## config.mk

```make
export PLATFORM = sky130hd
export DESIGN_NAME = rfe_front
export DESIGN_NICKNAME = d
export VERILOG_FILES = /design/src/rfe_pkg.sv /design/src/rfe_front.sv
export SDC_FILE = /design/constraint.sdc
export NUM_CORES = 1
export LEC_CHECK = 0
export BUFFER_PORTS_ARGS = -buffer_cell sky130_fd_sc_hd__buf_4
export CORE_ASPECT_RATIO = 1.4
export CORE_UTILIZATION = 61
export CTS_BUF_LIST = sky130_fd_sc_hd__clkbuf_2 sky130_fd_sc_hd__clkbuf_4 sky130_fd_sc_hd__clkbuf_8
export DETAILED_ROUTE_END_ITERATION = 6
export GPL_TIMING_DRIVEN = 0
export PLACE_DENSITY_LB_ADDON = 0.25
export SLEW_MARGIN = 20
export SYNTH_ARGS = -nofsm -noshare
export SYNTH_HDL_FRONTEND = slang
export SYNTH_SLANG_ARGS = --single-unit
```

## constraint.sdc

```tcl
create_clock -name clk_i -period 5.4 [get_ports clk_i]
set_clock_uncertainty 0.05 [all_clocks]
set_input_delay 1.08 -clock clk_i [delete_from_list [all_inputs] [get_ports clk_i]]
set_output_delay 1.08 -clock clk_i [all_outputs]
set_load 0.05 [all_outputs]
```

## src/rfe_pkg.sv

```systemverilog
// ----------------------------------------------------------------------------
// rfe_pkg: shared types and constants of the RGB5551 framebuffer engine
// Command codes, pixel field masks, color conversion and the command record.
// ----------------------------------------------------------------------------
package rfe_pkg;

  localparam int unsigned MaxDim   = 256;
  localparam int unsigned DimW     = 9;
  localparam int unsigned AddrW    = 16;
  localparam int unsigned Words    = MaxDim * MaxDim;
  localparam int unsigned LinW     = 18;   // holds width*height and x + w*y
  localparam logic [15:0] StencilMask = 16'h8000;

  typedef enum logic [3:0] {
    REQ_FILL     = 4'd0,
    REQ_STN_RECT = 4'd1,
    REQ_SET_STN  = 4'd2,
    REQ_GET_STN  = 4'd3,
    REQ_SET_COL  = 4'd4,
    REQ_GET_COL  = 4'd5,
    REQ_KEY      = 4'd6,
    REQ_FLIPX    = 4'd7,
    REQ_FLIPY    = 4'd8
  } req_e;

  localparam logic CfgWidth  = 1'b0;
  localparam logic CfgHeight = 1'b1;

  // classified command handed from front to back
  typedef struct packed {
    logic [3:0]      req;
    logic [DimW-1:0] xs;
    logic [DimW-1:0] ys;
    logic [DimW-1:0] xe;   // clipped
    logic [DimW-1:0] ye;   // clipped
    logic [LinW-1:0] idx;  // point linear index
    logic            oob;  // point linear index at or beyond width*height
    logic [14:0]     col;  // encoded color without stencil
    logic            solid;
  } cmd_t;

  typedef struct packed {
    logic [7:0] red;
    logic [7:0] green;
    logic [7:0] blue;
    logic       solid;
    logic       status;
  } res_t;

  // 5-bit channel to 8 bits: (v*2114)>>8
  function automatic logic [7:0] dec5(input logic [4:0] v);
    logic [16:0] p;
    p = 17'(v) * 17'd2114;
    return p[15:8];
  endfunction

  typedef enum logic [2:0] {
    ST_IDLE, ST_RD, ST_WAIT, ST_WR, ST_WR2, ST_DONE
  } bst_e;

endpackage

```

## src/rfe_front.sv

```systemverilog
// ----------------------------------------------------------------------------
// rfe_front: command intake
// Accepts transactions, clips rectangles, computes point index and encodes color.
// ----------------------------------------------------------------------------
module rfe_front (
  input  logic                    clk_i,
  input  logic                    rst_ni,
  input  logic                    in_valid_i,
  output logic                    in_stall_o,
  input  logic [3:0]              req_type_i,
  input  logic [8:0]              x_start_i,
  input  logic [8:0]              y_start_i,
  input  logic [8:0]              x_end_i,
  input  logic [8:0]              y_end_i,
  input  logic [7:0]              red_in_i,
  input  logic [7:0]              green_in_i,
  input  logic [7:0]              blue_in_i,
  input  logic                    solid_in_i,
  input  logic [8:0]              width_i,
  input  logic [8:0]              height_i,
  output logic                    cmd_valid_o,
  input  logic                    cmd_pop_i,
  output rfe_pkg::cmd_t           cmd_o
);
  import rfe_pkg::*;

  // two-entry queue
  cmd_t        fifo_q [2];
  logic        wp_q, rp_q;
  logic [1:0]  cnt_q;
  cmd_t        c;
  logic [17:0] wy, tot;
  logic        push;

  always_comb begin
    wy  = 18'(width_i) * 18'(y_start_i);
    tot = 18'(width_i) * 18'(height_i);
    c.req   = req_type_i;
    c.xs    = x_start_i;
    c.ys    = y_start_i;
    c.xe    = (x_end_i > width_i) ? width_i : x_end_i;
    c.ye    = (y_end_i > height_i) ? height_i : y_end_i;
    c.idx   = wy + 18'(x_start_i);
    c.oob   = (wy + 18'(x_start_i)) >= tot;
    c.col   = {blue_in_i[7:3], green_in_i[7:3], red_in_i[7:3]};
    c.solid = solid_in_i;
  end

  assign in_stall_o  = (cnt_q == 2'd2);
  assign push        = in_valid_i && !in_stall_o;
  assign cmd_valid_o = (cnt_q != 2'd0);
  assign cmd_o       = fifo_q[rp_q];

  // queue storage
  always_ff @(posedge clk_i) begin
    if (push) begin
      fifo_q[wp_q] <= c;
    end
  end

  // queue pointers
  always_ff @(posedge clk_i or negedge rst_ni) begin
    if (!rst_ni) begin
      wp_q <= 1'b0; rp_q <= 1'b0; cnt_q <= 2'd0;
    end else begin
      if (push) wp_q <= ~wp_q;
      if (cmd_pop_i) rp_q <= ~rp_q;
      cnt_q <= cnt_q + 2'(push) - 2'(cmd_pop_i);
    end
  end

  no_pop_empty: assert property (@(posedge clk_i) disable iff (!rst_ni)
    cmd_pop_i |-> cmd_valid_o) else $error("pop from empty queue");
  no_over: assert property (@(posedge clk_i) disable iff (!rst_ni)
    cnt_q <= 2'd2) else $error("queue overflow");
  full_stalls: assert property (@(posedge clk_i) disable iff (!rst_ni)
    (cnt_q == 2'd2) |-> in_stall_o) else $error("full queue not stalling");

endmodule

```

==> results.md, run 1 <==
* Slew headroom at 0.4929
* Initial drt markers at 409
* H-tree depth at 4
* CP startpoint: width_i[6]
* Data arrival, critical path at 6.23 ns
* Port Buf Inserts at around 150
* Antenna violations before repair at 0
* Die width at 121.2 microns
* Reg2reg setup slack at 3.54 ns
* Hold_ws at 0.3307 ns
* Reg-to-reg endpoint: fifo_q[1][27]$_DFFE_PP_
* Final Max Tran Viols at 0
* Post-route ant nets at 0
* Via-to-Cell Ratio at 5.642
* Top post-synthesis cells by area: edfxtp_1 37%, fa_1 17%, ha_1 13%
* Fmax achieved at around 0.16 GHz
* Post-route DRC at 0
* Area Overhead vs Synth at 22.21%
* I/O Pins at 164
* WS Path Type: in -> reg
* Post-synth top cells: 177 x inv_1, 150 x edfxtp_1, 129 x ha_1
* Hold Vio Cnt, Final at 0
* Crit Path Max Fanout at 4
* Clock share of power at 0.095
* Total clock sinks at 154
* Leading area contributor after synthesis: edfxtp_1
* Worst Reg2Reg Path Length in Cells at 3
* PwrDens at 629.3 mW/mm^2
* Total grt overflow at 0
* Worst Setup End Kind: flip-flop
* Slew @ Worst Pin at roughly 0.76 ns
* Synth top area share at 0.3714
* Clk Latency, worst-skew pair at around 0.47 ns
* Net Sw Power at 4.439 mW
* Distinct cells, synth at 49
* Die Area at 0.02046 sq mm
* Syn_nets at 1360
* Failing checks: negative setup slack
* Pleak at about 6.8 nW
* Vias post-DR at 8468
* Nets at roughly 1600
* Detailed Place HPWL at slightly above 20000 microns
* Vias in the first global route at 9291
* Setup ws final at -0.6644 ns
* Main synth FF type: edfxtp_1
* DRT Wirelength at 27740 microns
* Root Driver: clkbuf_8
* CTS Buf Count at 17
* Synth Warn # at 0
* Comb pwr share at 0.695
* Seq cells post-synth at 154
* TritonCTS clock tree: built
* Setup violators final at 2
* Largest net degree at the start of global routing at 48
* Critical R2R Launch: cnt_q[1]$_DFF_PN0_
* GPL Wtd Cong at 0.8645
* Proportion of layout cells with a drive suffix above 1 at 0.3009
* Die Span Y at 168.8 microns
* Final Cycle Share at 1.123
* Peak supply drop at 776.4 uV
* Worst setup endpoint: fifo_q[0][16]$_DFFE_PP_
* Register area share after synthesis at 0.3797
* First-pass GRT wire length at 44640 microns
* Average cell area after synthesis at 11.67 sq um
* Maximum clock insertion buffer count at 2
* Hold Path Class: in -> async
* Req. time, crit path at around 5.6 ns
* Syn Inst Count at 1039
* Maxcap violations at 0
* Final Power at just over 9 mW
* Async SR Flop Fraction at 0.02597
* Most frequent cell after synthesis: inv_1
* Synthesized cell area at between 0.01 and 0.015 sq mm
* Starting Density at 0.6262
* CTS Hold Bufs at 0
* Core area at about 0.019 sq mm
* Tmin final at around 6.1 ns
* RSZ-0062 raised after global routing: true
* CP Launch Type: primary input
* Num rows at 60
* Sw Ratio at 0.4759
* DRT Pass-1 Iters at 5
* DR WL/cell at 18.48 microns
* Run status: finished, violations left
* Cell internal pwr at 4.888 mW
* Sequential share of power at 0.210
* Ant diodes at 0
* Filler cells at about 1300
* Gr usage total at 0.2893
* Number of synthesized flops with an enable pin at 150
* Clk pin slew, worst setup/hold paths at about 0.10 ns
[worst min-delay path by stage]
stage | end | cells after the start | start | slack [ns]
2_1_floorplan | cnt_q[1]$_DFF_PN0_ | 1 | cnt_q[1]$_DFF_PN0_ | 0.41
3_3_place_gp | wp_q$_DFFE_PN0P_ | 1 | wp_q$_DFFE_PN0P_ | 0.42
3_5_place_dp | cnt_q[1]$_DFF_PN0_ | 1 | cnt_q[1]$_DFF_PN0_ | 0.46
4_1_cts | rp_q$_DFFE_PN0P_ | 1 | rst_ni | 0.31
5_1_grt | cnt_q[1]$_DFF_PN0_ | 1 | rst_ni | 0.30
6_report | cnt_q[1]$_DFF_PN0_ | 1 | rst_ni | 0.33
[flip-flops by register name, summed over array words and instances (netlist names)]
name / count
wp_q: 1
cnt_q: 2
rp_q: 1
fifo_q: 150
[layout make-up]
class / instances / area, sq um / area share
Multi-Input combinational cell: 683 / 7017 / 0.4734
Sequential cell: 154 / 4604 / 0.3107
Timing Repair Buffer: 186 / 1541 / 0.1040
Inverter: 177 / 664.4 / 0.04483
Tap cell: 248 / 310.3 / 0.02094
Buffer: 21 / 296.5 / 0.02001
Clock buffer: 17 / 234.0 / 0.01579
Clock inverter: 15 / 153.9 / 0.01038
[power by group through the flow]
stage / combinational (mW) / clock [mW] / sequential, mW
after floorplan: 4.21 / 0 / 1.98
final: 6.48 / 0.884 / 1.96
after CTS: 6.25 / 0.894 / 1.96
after global placement: 5.54 / 0 / 2.01
after detailed placement: 5.76 / 0 / 1.99
after global routing: 7.06 / 0.944 / 1.99
[stage by stage]
stage | util | TNS, ns | std cells | instance area (sq um) | setup WS [ns]
3_3_place_gp | 0.7048 | -111.52 | 1438 | 13650 | -1.687
5_1_grt | 0.7652 | -1.646 | 1501 | 14820 | -0.8028
2_1_floorplan | - | -1.375 | 1039 | 12210 | -0.6877
6_report | 0.7652 | -1.329 | 1501 | 14820 | -0.6644
4_1_cts | 0.7598 | -1.161 | 1498 | 14720 | -0.5803
3_5_place_dp | 0.7099 | -15.89 | 1442 | 13750 | -1.760
[logic make-up after synthesis]
logic type,count (synthesis),share of synthesized area
buf+inv,202,0.06293
compound gates,92,0.05107
xor+xnor,32,0.02311
fa+ha+maj,234,0.3064
flops,154,0.3797
simple gates,232,0.09048
mux,93,0.08635
[timing repair]
action	4_1_cts	5_1_grt
endpoints found under the hold margin	0	0
cloned	0	0
gates resized for setup	70	20
pin swaps	25	11
buffers inserted	28	3
setup endpoints to repair	16	6
[routing by layer]
layer / global-route usage / vias to the layer above / share of wire
met3: 0.05020 / 83 / 0.053
met2: 0.5394 / 270 / 0.55
met5: 0 / - / 0
met4: 0.1288 / 0 / 0.036
met1: 0.3162 / 4240 / 0.36
li1: - / 3875 / -
[critical path, stage by stage]
cell       delay, ns
clkbuf_16       0.11
clkbuf_16       0.13
nand2_4         0.04
fa_1            0.54
inv_1           0.05
fa_1            0.49
inv_2           0.04
fa_1            0.48
inv_1           0.05
fa_1            0.49
inv_2           0.06
fa_2            0.57
inv_2           0.05
ha_4            0.27
o21a_1          0.18
nand3_1         0.11
a31oi_2         0.19
o21ai_1         0.11
a32oi_2         0.25
xnor2_2         0.16
ha_2            0.20
a21o_1          0.17
a21o_1          0.18
a21oi_2         0.13
o21ai_2         0.08
[placed cells by master (no fill, tap or decap), drive strengths merged, types with 4 or more instances in the layout]
master	n
buf	193
nor2	50
inv	185
nand2b	4
and2	59
a21o	22
nand4	7
nand3	11
fa	105
clkbuf	31
mux2	93
nand2	88
o21a	4
dfrtp	4
o21ai	21
a21oi	22
ha	129
xor2	15
xnor2	17
edfxtp	150
Note: power is estimated with default switching activity, not from simulation.
==> inputs of run 2 (changes only) <==
CORE_UTILIZATION = 50   (was 61)
==> results.md, run 2 (synthesis results as in run 1) <==
* Area Overhead vs Synth at 22.72% (was 22.21%)
* Req. time, crit path at 5.56 ns (was 5.57 ns)
* Total grt overflow at 0 (unchanged)
* PwrDens at 617.9 mW/mm^2 (was 629.3 mW/mm^2)
* Detailed Place HPWL at 20790 microns (was 20710 microns)
* Fin util at 0.6229 (was 0.7652)
* Slew headroom at 0.3898 (was 0.4929)
* Ant diodes at 0 (unchanged)
* Die Span Y at 186.3 microns (was 168.8 microns)
* DRT Wirelength at 27000 microns (was 27740 microns)
* First-pass GRT wire length at 43360 microns (was 44640 microns)
* Core area at 0.02389 sq mm (was 0.01937 sq mm)
* Hold Vio Cnt, Final at 0 (unchanged)
* CTS Buf Count at 17 (unchanged)
* Post-route ant nets at 0 (unchanged)
* Die Area at 0.02489 sq mm (was 0.02046 sq mm)
* Maximum clock insertion buffer count at 2 (unchanged)
* Root Driver: clkbuf_8 (unchanged)
* CP Launch Type: primary input (unchanged)
* Num rows at 67 (was 60)
* Tmin final at 5.969 ns (was 6.064 ns)
* CTS Hold Bufs at 0 (unchanged)
* Clk pin slew, worst setup/hold paths at 0.09 ns (was 0.10 ns)
* Sequential share of power at 0.212 (was 0.210)
* H-tree depth at 4 (unchanged)
* Comb pwr share at 0.685 (was 0.695)
* Reg-to-reg endpoint: fifo_q[0][2]$_DFFE_PP_ (was fifo_q[1][27]$_DFFE_PP_)
* Setup ws final at -0.5688 ns (was -0.6644 ns)
* Sw Ratio at 0.4695 (was 0.4759)
* Net Sw Power at 4.318 mW (was 4.439 mW)
* Proportion of layout cells with a drive suffix above 1 at 0.3009 (unchanged)
* Total clock sinks at 154 (unchanged)
* Hold Path Class: in -> async (unchanged)
* GPL Wtd Cong at 0.8791 (was 0.8645)
* Via-to-Cell Ratio at 5.348 (was 5.642)
* Crit Path Max Fanout at 6 (was 4)
* Data arrival, critical path at 6.13 ns (was 6.23 ns)
* Worst Setup End Kind: flip-flop (unchanged)
* Antenna violations before repair at 0 (unchanged)
* Clock share of power at 0.103 (was 0.095)
* Starting Density at 0.5076 (was 0.6262)
* Maxcap violations at 0 (unchanged)
* Largest net degree at the start of global routing at 46 (was 48)
* Gr usage total at 0.2288 (was 0.2893)
* Most frequent cells in the layout: 176 x buf_4, 172 x inv_1, 150 x edfxtp_1 (was 171 x inv_1, 171 x buf_4, 150 x edfxtp_1)
* TritonCTS clock tree: built (unchanged)
* Clk Latency, worst-skew pair at 0.46 ns (was 0.47 ns)
* Place WS at -1.722 ns (was -1.760 ns)
* Run status: finished, violations left (unchanged)
* DRT Pass-1 Iters at 4 (was 5)
* Setup TNS Final at -1.137 ns (was -1.329 ns)
* Port Buf Inserts at 151 (unchanged)
* Vias in the first global route at 8948 (was 9291)
* Setup violators final at 2 (unchanged)
* Die width at 133.6 microns (was 121.2 microns)
* Commonest non-fill, non-tap cell in the layout: buf_4
* WS Path Type: in -> reg (unchanged)
* Pleak at 6.862 nW (was 6.825 nW)
* Nets at 1561 (unchanged)
* Final Max Tran Viols at 0 (unchanged)
* Reg2reg setup slack at 3.59 ns (was 3.54 ns)
* Top reg by flops: fifo_q (unchanged)
* Max reg flops at 150 (unchanged)
* DR WL/cell at 17.27 microns (was 18.48 microns)
* RSZ-0062 raised after global routing: true (unchanged)
* Final Cycle Share at 1.105 (was 1.123)
* Top Registers: fifo_q: 150 flops, cnt_q: 2 flops (unchanged)
* I/O Pins at 164 (unchanged)
* Worst Reg2Reg Path Length in Cells at 5 (was 3)
* Post-route DRC at 0 (unchanged)
* Vias post-DR at 8359 (was 8468)
* Final Power at 9.197 mW (was 9.327 mW)
* Failing checks: negative setup slack (unchanged)
* Cell internal pwr at 4.879 mW (was 4.888 mW)
* Peak supply drop at 522.9 uV (was 776.4 uV)
* Filler cells at 1933 (was 1259)
* Initial drt markers at 423 (was 409)
* Slew @ Worst Pin at 0.9153 ns (was 0.7606 ns)
* Fmax achieved at 0.1675 GHz (was 0.1649 GHz)
* Critical R2R Launch: cnt_q[1]$_DFF_PN0_ (unchanged)
==> run 2: metrics by stage <==
step | cells | cell area (sq um) | hold WS, ns
6_report | 1563 | 14880 | 0.3377
2_1_floorplan | 1039 | 12210 | 0.4104
4_1_cts | 1558 | 14820 | 0.2923
3_3_place_gp | 1500 | 13730 | 0.4241
3_5_place_dp | 1504 | 13830 | 0.4504
5_1_grt | 1563 | 14880 | 0.3059
==> run 2: worst max-delay path by stage <==
stage,to,startpoint
2_1_floorplan,fifo_q[0][16]$_DFFE_PP_,width_i[6]
3_3_place_gp,fifo_q[0][16]$_DFFE_PP_,width_i[1]
3_5_place_dp,fifo_q[0][16]$_DFFE_PP_,width_i[1]
4_1_cts,fifo_q[0][16]$_DFFE_PP_,width_i[0]
5_1_grt,fifo_q[0][16]$_DFFE_PP_,width_i[7]
6_report,fifo_q[0][16]$_DFFE_PP_,width_i[8]
==> run 2: what timing repair did <==
action / CTS / global route
endpoints found under the hold margin: 0 / 0
gates resized for setup: 80 / 7
buffers inserted: 26 / 6
pin swaps: 24 / 5
setup endpoints to repair: 18 / 8
==> run 2: power by group through the flow <==
stage	Combinational (mW)	Sequential [mW]	Clock (mW)
floorplan	4.21	1.98	0
global placement	5.61	2.01	0
detailed placement	5.76	1.98	0
CTS	6.28	1.96	0.975
global route	6.92	1.98	1.01
finish	6.30	1.95	0.946
==> run 2: critical path, cell delays in order <==
cell and delay [ns]:
buf_4 0.14, clkbuf_8 0.14, and2_1 0.15, fa_1 0.54, inv_1 0.06, fa_1 0.53
inv_1 0.05, fa_1 0.51, fa_1 0.44, ha_1 0.29, ha_1 0.39, a21oi_2 0.21
o21ai_1 0.13, a221oi_1 0.30, o21ai_1 0.13, xor2_1 0.31, ha_1 0.32, a21o_1 0.17
a21oi_1 0.15, o21ai_2 0.09
==> run 2: cell type report <==
type	count	area [sq um]	area share
Sequential cell	154	4604	0.3094
Clock buffer	17	234.0	0.01572
Timing Repair Buffer	187	1534	0.1031
Multi-Input combinational cell	683	6987	0.4694
Clock inverter	15	188.9	0.01269
Tap cell	310	387.9	0.02606
Buffer	20	282.8	0.01900
Inverter	177	664.4	0.04464
==> run 2: routing by layer <==
metal	GRT usage	wire (microns)	vias up
li1	-	-	3886
met1	0.2437	9942	4212
met2	0.4340	14970	208
met3	0.04146	1143	53
met4	0.1095	942	0
met5	0	0	-
